### config.mk
export PLATFORM = sky130hd
export DESIGN_NAME = ax25_header_text_decoder
export DESIGN_NICKNAME = d
export VERILOG_FILES = /design/src/ax25_pkg.sv /design/src/ax25_front.sv /design/src/ax25_cmd_fifo.sv /design/src/ax25_back.sv /design/src/ax25_header_text_decoder.sv
export VERILOG_INCLUDE_DIRS = /design/src /design/src/src
export SDC_FILE = /design/constraint.sdc
export NUM_CORES = 1
export LEC_CHECK = 0
export BUFFER_PORTS_ARGS = -buffer_cell sky130_fd_sc_hd__buf_4
export CORE_MARGIN = 5
export CORE_UTILIZATION = 55
export CTS_BUF_LIST = sky130_fd_sc_hd__clkbuf_2
export CTS_CLUSTER_DIAMETER = 150
export DETAILED_ROUTE_END_ITERATION = 7
export GPL_TIMING_DRIVEN = 0
export PLACE_DENSITY = 0.74
export SLEW_MARGIN = 15
export SYNTH_ARGS = -nofsm -noshare
export SYNTH_HDL_FRONTEND = slang
export SYNTH_SLANG_ARGS = --single-unit
export TNS_END_PERCENT = 30
### constraint.sdc
create_clock -name clk -period 4.6 [get_ports clk]
set_input_delay 0.92 -clock clk [delete_from_list [all_inputs] [get_ports clk]]
set_output_delay 0.92 -clock clk [all_outputs]
set_load 0.01 [all_outputs]
### src/ax25_header_text_decoder_macros.svh
// Assertion macros shared by the AX.25 header text decoder.
`ifndef AX25_HEADER_TEXT_DECODER_MACROS_SVH
`define AX25_HEADER_TEXT_DECODER_MACROS_SVH
`ifndef SYNTH
`define AX25_ASSERT_SAME(label, ante, cons, msg) \
  label: assert property (@(posedge clk) disable iff (!rst_n) (ante) |-> (cons)) \
    else $error(msg);
`define AX25_ASSERT_NEXT(label, ante, cons, msg) \
  label: assert property (@(posedge clk) disable iff (!rst_n) (ante) |=> (cons)) \
    else $error(msg);
`else
`define AX25_ASSERT_SAME(label, ante, cons, msg)
`define AX25_ASSERT_NEXT(label, ante, cons, msg)
`endif
`endif

### src/ax25_pkg.sv
// Shared types, codes and constants of the AX.25 header text decoder.
package ax25_pkg;

  localparam int MAX_DIGI_DEFAULT    = 8;
  localparam int QUEUE_DEPTH_DEFAULT = 4;
  localparam int DEST_DEPTH          = 9;

  localparam logic [15:0] MAX_LEN_RESET = 16'd1024;

  localparam logic [2:0] OP_NONE  = 3'd0;
  localparam logic [2:0] OP_DCHAR = 3'd1;
  localparam logic [2:0] OP_DSSID = 3'd2;
  localparam logic [2:0] OP_TCHAR = 3'd3;
  localparam logic [2:0] OP_ADDR  = 3'd4;

  localparam logic [2:0] FS_GOOD     = 3'd0;
  localparam logic [2:0] FS_LONG     = 3'd1;
  localparam logic [2:0] FS_BAD_CTRL = 3'd2;
  localparam logic [2:0] FS_BAD_PID  = 3'd3;
  localparam logic [2:0] FS_SHORT    = 3'd4;

  localparam logic [7:0] CH_DASH  = 8'h2D;
  localparam logic [7:0] CH_ZERO  = 8'h30;
  localparam logic [7:0] CH_ONE   = 8'h31;
  localparam logic [7:0] CH_GT    = 8'h3E;
  localparam logic [7:0] CH_STAR  = 8'h2A;
  localparam logic [7:0] CH_COMMA = 8'h2C;
  localparam logic [7:0] CH_COLON = 8'h3A;
  localparam logic [6:0] CH_SPACE = 7'h20;

  typedef struct packed {
    logic [2:0] op;
    logic [7:0] ch;
    logic [3:0] ssid;
    logic       is_src;
    logic       hbit;
    logic       comma;
    logic       has_status;
    logic [2:0] status;
  } cmd_t;

endpackage

### src/ax25_front.sv
// Front end: accepts frame bytes, tracks the header fields and issues commands.
module ax25_front #(
  parameter int MAX_DIGIPEATERS = ax25_pkg::MAX_DIGI_DEFAULT
) (
  input  logic             clk,
  input  logic             rst_n,
  input  logic             cfg_valid,
  input  logic [15:0]      cfg_data,
  input  logic             in_valid,
  input  logic [7:0]       in_frame_byte,
  input  logic             in_last_byte,
  input  logic             q_full,
  output logic             push,
  output ax25_pkg::cmd_t   cmd
);
  import ax25_pkg::*;

  localparam logic [2:0] PH_DEST = 3'd0;
  localparam logic [2:0] PH_SRC  = 3'd1;
  localparam logic [2:0] PH_DIGI = 3'd2;
  localparam logic [2:0] PH_CTRL = 3'd3;
  localparam logic [2:0] PH_PID  = 3'd4;
  localparam logic [2:0] PH_INFO = 3'd5;
  localparam logic [2:0] PH_FAIL = 3'd6;

  localparam logic [3:0] MaxDigi = 4'(MAX_DIGIPEATERS);

  logic [15:0] max_len_r;
  logic [2:0]  phase_r, phase_nxt;
  logic [2:0]  bia_r, bia_nxt;
  logic [15:0] count_r, count_nxt;
  logic [3:0]  digi_r, digi_nxt;
  logic        stopped_r, stopped_nxt;
  logic [2:0]  verdict_r, verdict_nxt;

  logic        accept;
  logic [15:0] count_inc;
  logic [3:0]  digi_step;
  logic [6:0]  ch7;
  cmd_t        c;

  assign accept    = in_valid && !q_full;
  assign ch7       = in_frame_byte[7:1];
  assign count_inc = (count_r != 16'hFFFF) ? count_r + 16'd1 : count_r;
  assign digi_step = (phase_r == PH_DIGI && digi_r != 4'd15) ? digi_r + 4'd1 : digi_r;

  always_comb begin
    phase_nxt   = phase_r;
    bia_nxt     = bia_r;
    count_nxt   = count_r;
    digi_nxt    = digi_r;
    stopped_nxt = stopped_r;
    verdict_nxt = verdict_r;
    c           = '0;
    c.op        = OP_NONE;
    c.ssid      = in_frame_byte[4:1];
    c.hbit      = in_frame_byte[7];
    c.is_src    = (phase_r == PH_SRC);
    if (accept) begin
      count_nxt = count_inc;
      unique case (phase_r) inside
        PH_DEST, PH_SRC, PH_DIGI: begin
          if (bia_r < 3'd6) begin
            bia_nxt = bia_r + 3'd1;
            c.ch    = {1'b0, ch7};
            if (ch7 != CH_SPACE) begin
              c.op = (phase_r == PH_DEST) ? OP_DCHAR : OP_TCHAR;
            end
          end else begin
            bia_nxt = 3'd0;
            if (phase_r == PH_DEST) begin
              c.op      = OP_DSSID;
              phase_nxt = PH_SRC;
            end else begin
              c.op     = OP_ADDR;
              digi_nxt = digi_step;
              c.comma  = !in_frame_byte[0] && (digi_step < MaxDigi);
              phase_nxt = c.comma ? PH_DIGI : PH_CTRL;
            end
          end
        end
        PH_CTRL: begin
          if ((in_frame_byte & 8'hEF) != 8'h03) begin
            verdict_nxt = FS_BAD_CTRL;
            phase_nxt   = PH_FAIL;
          end else begin
            phase_nxt = PH_PID;
          end
        end
        PH_PID: begin
          if (in_frame_byte != 8'hF0) begin
            verdict_nxt = FS_BAD_PID;
            phase_nxt   = PH_FAIL;
          end else begin
            phase_nxt = PH_INFO;
          end
        end
        PH_INFO: begin
          if (!stopped_r) begin
            if (in_frame_byte == 8'h00 || in_frame_byte == 8'hC0) begin
              stopped_nxt = 1'b1;
            end else begin
              c.op = OP_TCHAR;
              c.ch = in_frame_byte;
            end
          end
        end
        default: begin
        end
      endcase
      if (in_last_byte) begin
        c.has_status = 1'b1;
        if (count_inc > max_len_r) begin
          c.status = FS_LONG;
        end else if (verdict_nxt != FS_GOOD) begin
          c.status = verdict_nxt;
        end else if (phase_nxt < PH_INFO) begin
          c.status = FS_SHORT;
        end else begin
          c.status = FS_GOOD;
        end
        phase_nxt   = PH_DEST;
        bia_nxt     = 3'd0;
        count_nxt   = 16'd0;
        digi_nxt    = 4'd0;
        stopped_nxt = 1'b0;
        verdict_nxt = FS_GOOD;
      end
    end
  end

  assign push = accept && (c.op != OP_NONE || c.has_status);
  assign cmd  = c;

  always_ff @(posedge clk) begin
    if (!rst_n) begin
      max_len_r <= MAX_LEN_RESET;
      phase_r   <= PH_DEST;
      bia_r     <= 3'd0;
      count_r   <= 16'd0;
      digi_r    <= 4'd0;
      stopped_r <= 1'b0;
      verdict_r <= FS_GOOD;
    end else begin
      if (cfg_valid) begin
        max_len_r <= cfg_data;
      end
      phase_r   <= phase_nxt;
      bia_r     <= bia_nxt;
      count_r   <= count_nxt;
      digi_r    <= digi_nxt;
      stopped_r <= stopped_nxt;
      verdict_r <= verdict_nxt;
    end
  end

endmodule

### src/ax25_cmd_fifo.sv
// Short command queue between the front end and the text generator.
module ax25_cmd_fifo #(
  parameter int DEPTH = ax25_pkg::QUEUE_DEPTH_DEFAULT
) (
  input  logic           clk,
  input  logic           rst_n,
  input  logic           push,
  input  ax25_pkg::cmd_t push_cmd,
  input  logic           pop,
  output ax25_pkg::cmd_t head,
  output logic           full,
  output logic           empty
);
  import ax25_pkg::*;

  localparam int PtrW = (DEPTH > 1) ? $clog2(DEPTH) : 1;
  localparam int CntW = $clog2(DEPTH + 1);
  localparam logic [PtrW-1:0] LastPtr = PtrW'(DEPTH - 1);
  localparam logic [CntW-1:0] FullCnt = CntW'(DEPTH);

  cmd_t            mem_r [DEPTH];
  logic [PtrW-1:0] wr_r, wr_nxt;
  logic [PtrW-1:0] rd_r, rd_nxt;
  logic [CntW-1:0] cnt_r, cnt_nxt;
  logic            do_push, do_pop;

  assign full    = (cnt_r == FullCnt);
  assign empty   = (cnt_r == '0);
  assign do_push = push && !full;
  assign do_pop  = pop && !empty;
  assign head    = mem_r[rd_r];

  always_comb begin
    wr_nxt  = do_push ? ((wr_r == LastPtr) ? '0 : wr_r + 1'b1) : wr_r;
    rd_nxt  = do_pop ? ((rd_r == LastPtr) ? '0 : rd_r + 1'b1) : rd_r;
    cnt_nxt = cnt_r;
    if (do_push && !do_pop) begin
      cnt_nxt = cnt_r + 1'b1;
    end else if (do_pop && !do_push) begin
      cnt_nxt = cnt_r - 1'b1;
    end
  end

  always_ff @(posedge clk) begin
    if (do_push) begin
      mem_r[wr_r] <= push_cmd;
    end
  end

  always_ff @(posedge clk) begin
    if (!rst_n) begin
      wr_r  <= '0;
      rd_r  <= '0;
      cnt_r <= '0;
    end else begin
      wr_r  <= wr_nxt;
      rd_r  <= rd_nxt;
      cnt_r <= cnt_nxt;
    end
  end

endmodule

### src/ax25_back.sv
// Back end: expands queued commands into text and status beats.
module ax25_back (
  input  logic           clk,
  input  logic           rst_n,
  input  logic           q_empty,
  input  ax25_pkg::cmd_t q_head,
  output logic           q_pop,
  output logic           out_valid,
  input  logic           out_stall,
  output logic [7:0]     out_text_char,
  output logic           out_is_status,
  output logic [2:0]     out_frame_status,
  output logic           out_last_result
);
  import ax25_pkg::*;

  localparam logic [3:0] BS_IDLE   = 4'd0;
  localparam logic [3:0] BS_STORE  = 4'd1;
  localparam logic [3:0] BS_DASH   = 4'd2;
  localparam logic [3:0] BS_TEN    = 4'd3;
  localparam logic [3:0] BS_UNIT   = 4'd4;
  localparam logic [3:0] BS_GT     = 4'd5;
  localparam logic [3:0] BS_DEST   = 4'd6;
  localparam logic [3:0] BS_STAR   = 4'd7;
  localparam logic [3:0] BS_SEP    = 4'd8;
  localparam logic [3:0] BS_CHAR   = 4'd9;
  localparam logic [3:0] BS_STATUS = 4'd10;

  localparam logic [3:0] DestDepth = 4'(DEST_DEPTH);

  logic [3:0] state_r, state_nxt;
  cmd_t       cmd_r, cmd_nxt;
  logic [7:0] dest_r [DEST_DEPTH];
  logic [3:0] dlen_r, dlen_nxt;
  logic [3:0] idx_r, idx_nxt;

  logic       ov_r, ov_nxt;
  logic [7:0] oc_r, oc_nxt;
  logic       os_r, os_nxt;
  logic [2:0] ofs_r, ofs_nxt;
  logic       ol_r, ol_nxt;

  logic       emit_ok, want_emit, want_store, advance, store_en;
  logic [7:0] ch, dest_ch;
  logic       last, stat;
  logic [3:0] tail, after_ssid, unit;

  assign emit_ok    = !ov_r || !out_stall;
  assign tail       = cmd_r.has_status ? BS_STATUS : BS_IDLE;
  assign after_ssid = (cmd_r.op == OP_DSSID) ? tail : (cmd_r.is_src ? BS_GT : BS_STAR);
  assign unit       = (cmd_r.ssid > 4'd9) ? cmd_r.ssid - 4'd10 : cmd_r.ssid;
  assign dest_ch    = dest_r[idx_r];
  assign q_pop      = (state_r == BS_IDLE) && !q_empty;

  always_comb begin
    state_nxt  = state_r;
    cmd_nxt    = cmd_r;
    idx_nxt    = idx_r;
    dlen_nxt   = dlen_r;
    want_emit  = 1'b0;
    want_store = 1'b0;
    ch         = 8'h00;
    last       = 1'b0;
    stat       = 1'b0;
    unique case (state_r)
      BS_IDLE: begin
        if (!q_empty) begin
          cmd_nxt = q_head;
          unique case (q_head.op) inside
            OP_DCHAR:          state_nxt = BS_STORE;
            OP_DSSID, OP_ADDR: state_nxt = BS_DASH;
            OP_TCHAR:          state_nxt = BS_CHAR;
            default:           state_nxt = BS_STATUS;
          endcase
        end
      end
      BS_STORE: begin
        want_store = 1'b1;
        ch         = cmd_r.ch;
        state_nxt  = tail;
      end
      BS_DASH: begin
        if (cmd_r.ssid == 4'd0) begin
          state_nxt = after_ssid;
        end else begin
          want_store = (cmd_r.op == OP_DSSID);
          want_emit  = !want_store;
          ch         = CH_DASH;
          state_nxt  = BS_TEN;
        end
      end
      BS_TEN: begin
        if (cmd_r.ssid > 4'd9) begin
          want_store = (cmd_r.op == OP_DSSID);
          want_emit  = !want_store;
          ch         = CH_ONE;
        end
        state_nxt = BS_UNIT;
      end
      BS_UNIT: begin
        want_store = (cmd_r.op == OP_DSSID);
        want_emit  = !want_store;
        ch         = CH_ZERO + {4'b0000, unit};
        state_nxt  = after_ssid;
      end
      BS_GT: begin
        want_emit = 1'b1;
        ch        = CH_GT;
        idx_nxt   = 4'd0;
        state_nxt = BS_DEST;
      end
      BS_DEST: begin
        if (idx_r < dlen_r) begin
          want_emit = 1'b1;
          ch        = dest_ch;
          idx_nxt   = idx_r + 4'd1;
        end else begin
          state_nxt = BS_SEP;
        end
      end
      BS_STAR: begin
        if (cmd_r.hbit) begin
          want_emit = 1'b1;
          ch        = CH_STAR;
        end
        state_nxt = BS_SEP;
      end
      BS_SEP: begin
        want_emit = 1'b1;
        ch        = cmd_r.comma ? CH_COMMA : CH_COLON;
        last      = !cmd_r.has_status;
        state_nxt = tail;
      end
      BS_CHAR: begin
        want_emit = 1'b1;
        ch        = cmd_r.ch;
        last      = !cmd_r.has_status;
        state_nxt = tail;
      end
      BS_STATUS: begin
        want_emit = 1'b1;
        stat      = 1'b1;
        last      = 1'b1;
        dlen_nxt  = 4'd0;
        state_nxt = BS_IDLE;
      end
      default: begin
        state_nxt = BS_IDLE;
      end
    endcase

    advance  = !want_emit || emit_ok;
    store_en = want_store && (dlen_r < DestDepth);
    if (store_en) begin
      dlen_nxt = dlen_r + 4'd1;
    end
    if (!advance) begin
      state_nxt = state_r;
      idx_nxt   = idx_r;
      dlen_nxt  = dlen_r;
    end

    ov_nxt  = ov_r && out_stall;
    oc_nxt  = oc_r;
    os_nxt  = os_r;
    ofs_nxt = ofs_r;
    ol_nxt  = ol_r;
    if (want_emit && emit_ok) begin
      ov_nxt  = 1'b1;
      oc_nxt  = ch;
      os_nxt  = stat;
      ofs_nxt = stat ? cmd_r.status : FS_GOOD;
      ol_nxt  = last;
    end
  end

  always_ff @(posedge clk) begin
    if (store_en) begin
      dest_r[dlen_r] <= ch;
    end
  end

  always_ff @(posedge clk) begin
    if (!rst_n) begin
      state_r <= BS_IDLE;
      dlen_r  <= 4'd0;
      idx_r   <= 4'd0;
      ov_r    <= 1'b0;
    end else begin
      state_r <= state_nxt;
      dlen_r  <= dlen_nxt;
      idx_r   <= idx_nxt;
      ov_r    <= ov_nxt;
    end
  end

  always_ff @(posedge clk) begin
    cmd_r <= cmd_nxt;
    oc_r  <= oc_nxt;
    os_r  <= os_nxt;
    ofs_r <= ofs_nxt;
    ol_r  <= ol_nxt;
  end

  assign out_valid        = ov_r;
  assign out_text_char    = oc_r;
  assign out_is_status    = os_r;
  assign out_frame_status = ofs_r;
  assign out_last_result  = ol_r;

endmodule

### src/ax25_header_text_decoder.sv
// Top level of the AX.25 header text decoder.
//
// Frame bytes arrive on the in_ channel, one byte per beat, with in_last_byte
// marking the final byte of a frame. The out_ channel carries the decoded text
// SOURCE>DEST,DIGI*,...:INFO one character per beat, and after the last byte
// of each frame a status beat (out_is_status high) with the frame verdict.
// out_last_result marks the final beat caused by one input byte.
// The cfg_ channel writes max_frame_length; cfg_ready is always high, and the
// register should only be written while the block is idle.
// The front end takes one byte per cycle while in_stall is low into a command queue
// of QUEUE_DEPTH entries (four by default); the text generator pops one command
// at a time, only from its idle state, and expands it into output beats; the
// source SSID byte also prints the buffered destination.
// With an empty queue a byte's command is written into the queue, popped into the
// generator's command register, and its first beat then goes to the output register.
// When the receiver stalls, the output register holds its beat, the queue
// fills and in_stall rises. Synchronous reset clears the frame state, sets
// max_frame_length to 1024 and empties the queue and the output register.
`include "ax25_header_text_decoder_macros.svh"

module ax25_header_text_decoder #(
  parameter int MAX_DIGIPEATERS = ax25_pkg::MAX_DIGI_DEFAULT,
  parameter int QUEUE_DEPTH     = ax25_pkg::QUEUE_DEPTH_DEFAULT
) (
  input  logic        clk,
  input  logic        rst_n,
  input  logic        cfg_valid,
  output logic        cfg_ready,
  input  logic [15:0] cfg_data,
  input  logic        in_valid,
  output logic        in_stall,
  input  logic [7:0]  in_frame_byte,
  input  logic        in_last_byte,
  output logic        out_valid,
  input  logic        out_stall,
  output logic [7:0]  out_text_char,
  output logic        out_is_status,
  output logic [2:0]  out_frame_status,
  output logic        out_last_result
);
  import ax25_pkg::*;

  logic q_push, q_pop, q_full, q_empty;
  cmd_t q_in, q_head;

  assign cfg_ready = 1'b1;
  assign in_stall  = q_full;

  ax25_front #(
    .MAX_DIGIPEATERS(MAX_DIGIPEATERS)
  ) u_front (
    .clk          (clk),
    .rst_n        (rst_n),
    .cfg_valid    (cfg_valid && cfg_ready),
    .cfg_data     (cfg_data),
    .in_valid     (in_valid),
    .in_frame_byte(in_frame_byte),
    .in_last_byte (in_last_byte),
    .q_full       (q_full),
    .push         (q_push),
    .cmd          (q_in)
  );

  ax25_cmd_fifo #(
    .DEPTH(QUEUE_DEPTH)
  ) u_fifo (
    .clk     (clk),
    .rst_n   (rst_n),
    .push    (q_push),
    .push_cmd(q_in),
    .pop     (q_pop),
    .head    (q_head),
    .full    (q_full),
    .empty   (q_empty)
  );

  ax25_back u_back (
    .clk             (clk),
    .rst_n           (rst_n),
    .q_empty         (q_empty),
    .q_head          (q_head),
    .q_pop           (q_pop),
    .out_valid       (out_valid),
    .out_stall       (out_stall),
    .out_text_char   (out_text_char),
    .out_is_status   (out_is_status),
    .out_frame_status(out_frame_status),
    .out_last_result (out_last_result)
  );

  `AX25_ASSERT_SAME(a_no_overflow, q_push, !q_full, "command pushed into a full queue")
  `AX25_ASSERT_SAME(a_status_last, out_valid && out_is_status,
    out_last_result && out_frame_status <= FS_SHORT, "bad status beat")
  `AX25_ASSERT_SAME(a_text_clean, out_valid && !out_is_status,
    out_frame_status == FS_GOOD, "text beat carries a status")
  `AX25_ASSERT_NEXT(a_hold_beat, out_valid && out_stall,
    out_valid && $stable(out_text_char) && $stable(out_last_result), "stalled beat changed")

endmodule

# Word level (Yosys, flattened, before mapping)
# Memories as Yosys holds them, arrays and structs flattened. A register that Yosys moved wholly into a read port is not among the register bits.
# Index checks and enable logic that the tools add are counted.
[op_classes] muxes=86 div_mod_pow=0 add_sub_neg=11 n_bitwise=1 reduce_logical=51 n_lt_le_gt_ge=7 multipliers=0 shifts=0 eq_ne=34
[ops] operator="two-way mux 4 bit" count=17
[ops] operator="one-hot mux 8 bit (8 select lines)" count=1
[ops] operator="two-way mux 3 bit" count=19
[ops] operator="two-way mux 16 bit" count=2
[ops] operator="one-hot mux 4 bit (8 select lines)" count=1
[ops] operator="two-way mux 11 bit" count=2
[ops] operator="one-hot mux 11 bit (2 select lines)" count=1
[ops] operator="two-way mux 1 bit" count=20
[ops] operator="two-way mux 6 bit" count=3
[ops] operator="adder 16 x 1 -> 16 bit, second input constant" count=1
[ops] operator="equality test 4 x 3 -> 1 bit, second input constant" count=4
[ops] operator="> comparator 16 bit" count=1
[ops] operator="two-way mux 2 bit" count=8
[ops] operator="inequality test 16 bit, second input constant" count=1
[ops] operator="equality test 3 x 2 -> 1 bit, second input constant" count=5
[ops] operator="adder 4 x 1 -> 4 bit, second input constant" count=3
[ops] operator="equality test 3 bit, second input constant" count=4
[ops] operator="equality test 4 bit, second input constant" count=3
[ops] operator="logical AND 1 bit" count=12
[ops] operator="one-hot mux 4 bit (3 select lines)" count=1
[ops] operator="logical NOT 1 bit" count=10
[ops] operator="two-way mux 10 bit" count=1
[ops] operator="two-way mux 5 bit" count=2
[ops] operator="nonzero test 2 bit" count=5
[ops] operator="other kinds (40)" count=63
[totals] register_bits=101 romBits=0 input_bits=30 memories=2 ramBits=160 wordCells=218 latchBits=0 output_inout_bits=16
[mem_list] name="u_fifo.mem_r" depth=4 word_bits=22 read_ports=1 rd_ports_with_merged_regs=1 wr=1 line="ax25_cmd_fifo.sv:21" text="cmd_t mem_r [DEPTH];"
[mem_list] name="u_back.dest_r" depth=9 word_bits=8 read_ports=1 rd_ports_with_merged_regs=1 wr=1 line="ax25_back.sv:33" text="logic [7:0] dest_r [DEST_DEPTH];"

# Depth between registers and ports, before layout
# Gate-level depths: netlist (run 1).
[depth] ltp_word=23 ltp_mapped=14 ltp_nobuf=13

# Modules after synthesis
# A second synthesis (run 1) with hierarchy kept.
[hier_totals] hier_cells=962 area_unflattened_um2=12528.3
[modules_own_cells] module="ax25_back" cells_per_inst=385 area_per_inst_um2=5484.0 seq_area_each_um2=3553.4 n_inst=1
[modules_own_cells] module="ax25_cmd_fifo" cells_per_inst=165 area_per_inst_um2=3731.1 seq_area_each_um2=2822.7 n_inst=1
[modules_own_cells] module="ax25_front" cells_per_inst=410 area_per_inst_um2=3301.9 seq_area_each_um2=920.9 n_inst=1
[modules_own_cells] module="ax25_header_text_decoder" cells_per_inst=2 area_per_inst_um2=11.3 seq_area_each_um2=0.0 n_inst=1

# Worst setup path after synthesis (run 1)
# Ideal clock, no wire load.
[synth_path] kind="input to register" from="input in_frame_byte[0]" to="register u_fifo.cnt_r[2]" t_arrival_ns=3.246 path_stages=12 slack_ns=1.283 n_path_buf=0 required_ns=4.529 setup_time_ns=0.071 path_cell_list="or4_1 o41a_1 a21o_1 nor2_1 o21a_2 inv_1 ha_1 inv_1 fa_1 xor2_1 or3_1 a21oi_1"
[synth_via] elab_chain_cells=13 word_cells_on_any_way=16 cone_classes="eq/ne (1); mux (5); reduce/logical (10)"
[synth_rtl] item="start, declared" line="ax25_header_text_decoder.sv:32" text="input logic [7:0] in_frame_byte,"
[synth_rtl] item="equality test 8 bit / logical NOT 8 bit (equally long branches)" line="ax25_front.sv:100" text="if (in_frame_byte == 8'h00 || in_frame_byte == 8'hC0) begin"
[synth_rtl] item="logical OR 1 bit (*)" line="ax25_front.sv:100"
[synth_rtl] item="two-way mux 10 bit (*)" line="ax25_front.sv:100"
[synth_rtl] item="two-way mux 11 bit (*)" line="ax25_front.sv:99" text="if (!stopped_r) begin"
[synth_rtl] item="one-hot mux 11 bit (2 select lines) (*)" line="ax25_front.sv:61" text="unique case (phase_r) inside"
[synth_rtl] item="two-way mux 11 bit (*)" line="ax25_front.sv:59" text="if (accept) begin"
[synth_rtl] item="nonzero test 3 bit (*)" line="ax25_front.sv:132" text="assign push = accept && (c.op != OP_NONE || c.has_status);"
[synth_rtl] item="logical OR 1 bit (*)" line="ax25_front.sv:132"
[synth_rtl] item="logical AND 1 bit (*)" line="ax25_front.sv:132"
[synth_rtl] item="logical AND 1 bit (*)" line="ax25_cmd_fifo.sv:29" text="assign do_push = push && !full;"
[synth_rtl] item="net u_fifo.do_push" line="ax25_cmd_fifo.sv:25" text="logic do_push, do_pop;"
[synth_rtl] item="logical NOT 1 bit" line="ax25_cmd_fifo.sv:39" text="end else if (do_pop && !do_push) begin"
[synth_rtl] item="logical AND 1 bit" line="ax25_cmd_fifo.sv:39"
[synth_rtl] item="nonzero test 2 bit (no source line)"
[synth_rtl] item="end signal, assigned" line="ax25_cmd_fifo.sv:58" text="cnt_r <= cnt_nxt;"
[synth_rtl] item="end, declared" line="ax25_cmd_fifo.sv:24" text="logic [CntW-1:0] cnt_r, cnt_nxt;"
# Mark *: on every way through the listed nets, which the timed path passes. The rest lies on a longest branch.
# A chain may end at the register's enable or synchronous reset.

==> impl_metrics.ini, run 1 <==
[yosys]
synthArstFlopShare = 0
synthSimpleGateAreaFrac = 0.114
synth.top_cells.by_area = edfxtp_1 48%, dfxtp_1 12%, mux4_2 6.7%
synth_seq_cells = 267
synth_common_cells = 195 x edfxtp_1, 92 x nor2_1, 72 x dfxtp_1
synth_xor_area_frac = 0.0144
synthDominantCellAreaShare = 0.482
synth_edf_count = 195
synth-main-ff-cell = edfxtp_1
synth.avg_cell_area_um2 = 12.8
yosysUniqueCellTypes = 78
synth.most_common_cell = edfxtp_1
syn_area_um2 = 12200
synth_nets = 1018
yosysTopAreaCell = edfxtp_1
ys_warn_count = 0
ys_seq_area_frac = 0.600
muxShareOfSynthArea = 0.102
synth_compound_area_frac = 0.0999
syn_inst = 952
synth_fa_ha_area_frac = 0.0377
synth_top_family_by_area = simple AND/OR/NAND/NOR gates

[timing]
whs_ns = 0.325
worstMarginPinSlew_ns = 1.19
fin_worst_skew_ns = 0.0639
fmax_ghz = 0.247
rsz0062_at_grt = false
relSlewSlack = 0.199
report.final.hold_viol_count = 0
tns_ns = 0
period_needed_ns = 4.05
finalCritPeriodShare = 0.881
slew_violations = 0
finalSetupViolCount = 0

[critical_path]
critPathCaptureType = flip-flop
worstPathMaxFanout = 9
reg2reg_from = u_front.count_r[4]
regToRegSetupSlack_ns = 0.55
worstSetupPathType = reg -> reg
path_cells = buf_2 > nand4_1 > nor3_2 > nand2_1 > mux2_2 > ha_1 > nor2b_1 > o211ai_1 > a21oi_1 > a211o_1 > a211oi_1 > nor3b_1
required_ns = 5.11
critPathSlowestCell = nor3b_1
arrival_ns = 4.56
max_stage_delay_ns = 0.53
startpoint_type = flip-flop
rr_endpoint = u_fifo.mem_r[2][2]
ff2ff_path_depth = 12

[cells_and_area]
layout-drive-gt1-share = 0.193
postLayoutCoreUtil = 0.617
area_growth_pct = 10.7
fin_nets = 1132

[die]
start_util = 0.557
die-height_um = 159
die_x_um = 159
rows = 54
core_area_um2 = 21800
die_area_um2 = 25200
ios = 46

[detailed_routing]
firstDrtPassIters = 5
drt_iter0_markers = 752
wirelength_mm = 25.7
vias = 8112
drtAntennaViolNets = 0
wl_per_cell_um = 18.5
drt-vias-per-instance = 5.84
remaining_drc_errors = 0

[flow_run]
max-cap-violations = 0

[clock_network]
clock-sinks = 267
cts-root-buf = clkbuf_2
cts_setup_buffers = 0
numCtsBuffers = 69
cts_buffer_depth = 3
post_cts_resized = 0
cts_tree = built
htree_levels = 3
postCtsHoldBufs = 0
clk_latency_ns = 0.82
clk_pin_slew_ns = 0.09

[pwr]
power.density_nw_per_um2 = 501
peakVddDrop_uv = 231
fin_total_pwr_uw = 6750
leakage_uw = 0.00491

[grt]
grt_overflow_total = 0
antenna_found_initial = 1
grt_max_degree = 23
grt_pass1_vias = 8114
grt_pass1_wl_mm = 42.0
grtUsageTotal = 0.213

[min_path]
whs_endpoint = u_front.max_len_r[10]
hold_path_depth = 3
hold_path_class = in -> reg
hold_start = cfg_data[10]

[placement]
hpwl_mm = 17.8
io_buffers = 42
gp_congestion = 0.924

[outcome]
status = complete, no violations
==> worst max-delay path: cells and delay by family, from the launching register on <==
kind,cells,cell delay [ns]
fa+ha+maj,1,0.29
simple gates,5,1.64
buf+inv,1,0.18
compound gates,4,0.96
mux,1,0.37
flops,1,0.32
==> power breakdown <==
part,switching (uW),internal [uW]
Combinational,1150,699
Sequential,148,3180
Clock,912,657
Total,2210,4540
==> logic make-up after synthesis <==
| logic type | Yosys count |
|---|---|
| buffers and inverters | 98 |
| multiplexers | 78 |
| flip-flops | 267 |
| XOR/XNOR | 20 |
| AO/OA/AOI/OAI | 183 |
| AND/OR/NAND/NOR | 269 |
| other | 1 |
| adder cells (fa/ha/maj) | 36 |
==> sequential cells by signal (all words and copies together), names as in the netlist, named ones only <==
signal,cells
u_back.cmd_r,22
u_back.dest_r,72
u_back.dlen_r,4
u_back.idx_r,4
u_back.out_frame_status,3
u_back.out_is_status,1
u_back.out_last_result,1
u_back.out_text_char,8
u_back.out_valid,1
u_back.state_r,4
u_fifo.cnt_r,3
u_fifo.mem_r,88
u_fifo.rd_r,2
u_fifo.wr_r,2
u_front.bia_r,3
u_front.count_r,16
u_front.digi_r,4
u_front.max_len_r,16
u_front.phase_r,3
u_front.stopped_r,1
u_front.verdict_r,3
==> metrics by stage <==
step	area (um2)	setup WS (ns)	instances
after floorplan	12200	1.28	952
after global placement	12800	0.331	1274
after detailed placement	12900	0.663	1275
after CTS	13500	0.613	1387
after global routing	13500	0.266	1388
final	13500	0.548	1388
==> layer usage <==
metal / part of all wire / GRT usage
met2: 0.49 / 0.349
met4: 0.027 / 0.0731
met5: 0 / 0
met3: 0.056 / 0.0448
met1: 0.43 / 0.284
==> how the worst max path moves through the flow <==
stage                                     end  slack [ns]          startpoint  cells past startpoint
after floorplan               u_fifo.cnt_r[2]        1.28    in_frame_byte[0]                     12
after global placement    u_fifo.mem_r[1][12]        0.33  u_front.phase_r[0]                      8
after detailed placement   u_fifo.mem_r[1][2]        0.66  u_front.count_r[4]                     12
after CTS                  u_fifo.mem_r[3][2]        0.61  u_front.count_r[4]                     12
after global routing       u_fifo.mem_r[0][2]        0.27  u_front.count_r[4]                     12
final                      u_fifo.mem_r[2][2]        0.55  u_front.count_r[4]                     12
==> cell type report <==
| cell class | count | area [um2] |
|---|---|---|
| antenna | 1 | 2.50 |
| buffer | 53 | 215 |
| clock buffer | 94 | 470 |
| clock inverter | 18 | 121 |
| fill | 1747 | 8360 |
| inverter | 45 | 169 |
| multi-input combinational | 587 | 4510 |
| sequential | 267 | 7300 |
| tap | 280 | 350 |
| timing repair buffer | 43 | 327 |
==> cell usage in the layout (no fill, tap or decap), drive strengths merged, types with 6 or more instances in the layout <==
master / instances
clkbuf: 132
and2: 10
xor2: 7
or3: 13
nand3: 25
nor3: 15
nor3b: 6
ha: 35
a21oi: 55
and3: 13
edfxtp: 195
a31oi: 12
nand2: 40
nand4: 10
buf: 58
o21ai: 42
o211ai: 7
dfxtp: 72
a22oi: 10
mux2i: 39
nor2b: 14
mux4: 36
xnor2: 13
clkinv: 14
inv: 47
nor2: 92
Power figures use the tool's default switching activity.
==> run 2, diff against run 1 <==
- RECOVER_POWER: unset -> 25
==> impl_metrics.ini, run 2 (same netlist as run 1, synthesis figures left out) <==
[outcome]
status = complete, no violations

[pwr]
power.density_nw_per_um2 = 501
peakVddDrop_uv = 231
leakage_uw = 0.00487

[timing]
finalCritPeriodShare = 0.876
setup_ws_ns = 0.570
rsz0062_at_grt = false
period_needed_ns = 4.03
tns_ns = 0
report.final.hold_viol_count = 0
fmax_ghz = 0.248
worstMarginPinSlew_ns = 1.19
finalSetupViolCount = 0
fin_worst_skew_ns = 0.0546
relSlewSlack = 0.197
slew_violations = 0

[grt]
antenna_found_initial = 1
grt_max_degree = 23
grt_pass1_wl_mm = 42.0
grt_overflow_total = 0
grtUsageTotal = 0.213
grt_pass1_vias = 8114

[cells_and_area]
fin_nets = 1132
area_growth_pct = 10.3
regMostFlops = u_fifo.mem_r
postLayoutCoreUtil = 0.614
final_common_cell = edfxtp_1
largest_register_ffs = 88
fin_area_um2 = 13400
final_cell_mix = 195 x edfxtp_1, 94 x clkbuf_2, 91 x nor2_1
layout-drive-gt1-share = 0.182
top_regs = u_fifo.mem_r (88), u_back.dest_r (72), u_back.cmd_r (22)

[detailed_routing]
drt_iter0_markers = 692
firstDrtPassIters = 6
drtAntennaViolNets = 0
vias = 8178
wl_per_cell_um = 18.6
drt-vias-per-instance = 5.89
remaining_drc_errors = 0
wirelength_mm = 25.8

[critical_path]
required_ns = 5.11
worstPathMaxFanout = 9
path_cells = buf_2 > nand4_1 > nor3_2 > nand2_1 > mux2_2 > ha_1 > nor2b_1 > o211ai_1 > a21oi_1 > a211o_1 > a211oi_1 > nor3b_1
arrival_ns = 4.54
path_delay_family = simple AND/OR/NAND/NOR gates
startpoint_type = flip-flop
critPathCaptureType = flip-flop
worstSetupPathType = reg -> reg
critPathSlowestCell = nor3b_1
worst-path-buf-inv = 1
max_stage_delay_ns = 0.52

[clock_network]
postCtsHoldBufs = 0
cts_setup_buffers = 0
cts-root-buf = clkbuf_2
numCtsBuffers = 69
clk_pin_slew_ns = 0.09
clock-sinks = 267
htree_levels = 3
cts_tree = built
cts_buffer_depth = 3
post_cts_resized = 0
clk_latency_ns = 0.82

[placement]
gp_congestion = 0.924
io_buffers = 42
hpwl_mm = 17.8
placed_area_um2 = 12900
place_ws_ns = 0.663

[die]
core_area_um2 = 21800
die-height_um = 159
die_area_um2 = 25200
ios = 46
rows = 54
die_x_um = 159
start_util = 0.557

[flow_run]
max-cap-violations = 0

[min_path]
hold_path_class = in -> reg
## run 2: layer usage
metal | routed length, um | track usage | up-vias | part of all wire
li1 | - | - | 3880 | -
met1 | 11000 | 0.284 | 3937 | 0.43
met2 | 12600 | 0.349 | 289 | 0.49
met3 | 1520 | 0.0448 | 72 | 0.059
met4 | 728 | 0.0731 | 0 | 0.028
met5 | 0 | 0 | - | 0
## run 2: tightest hold or removal path: stages
cell and delay, ns:
buf_4 0.07, nand2_1 0.04, o211ai_1 0.06
## run 2: area by class of cell
| class | instances | area [um2] |
|---|---|---|
| Buffer | 53 | 214 |
| Inverter | 45 | 169 |
| Sequential cell | 267 | 7300 |
| Fill cell | 1755 | 8420 |
| Clock inverter | 18 | 121 |
| Timing Repair Buffer | 43 | 293 |
| Clock buffer | 94 | 470 |
| Antenna cell | 1 | 2.50 |
| Multi-Input combinational cell | 587 | 4490 |
| Tap cell | 280 | 350 |
## run 2: where the power goes
group          internal [uW]  total, uW  switching (uW)
sequential              3180       3330             149
combinational            668       1810            1140
clock                    657       1570             916
## run 2: final timing paths
path                                         endpoint  slack, ns                  start  cells after the start
worst max-delay path               u_fifo.mem_r[2][2]       0.57     u_front.count_r[4]                     12
worst min-delay path            u_front.max_len_r[10]       0.31           cfg_data[10]                      3
worst max register to register     u_fifo.mem_r[2][2]       0.57     u_front.count_r[4]                     12
worst min register to register  u_front.max_len_r[10]       0.50  u_front.max_len_r[10]                      2
## run 2: per-stage QoR
stage | cells | power [uW] | hold slack, ns
after global placement | 1274 | 5170 | 0.474
after global routing | 1388 | 7110 | 0.279
after floorplan | 952 | 4600 | 0.453
after detailed placement | 1275 | 5250 | 0.485
final | 1388 | 6710 | 0.312
after CTS | 1387 | 6830 | 0.246
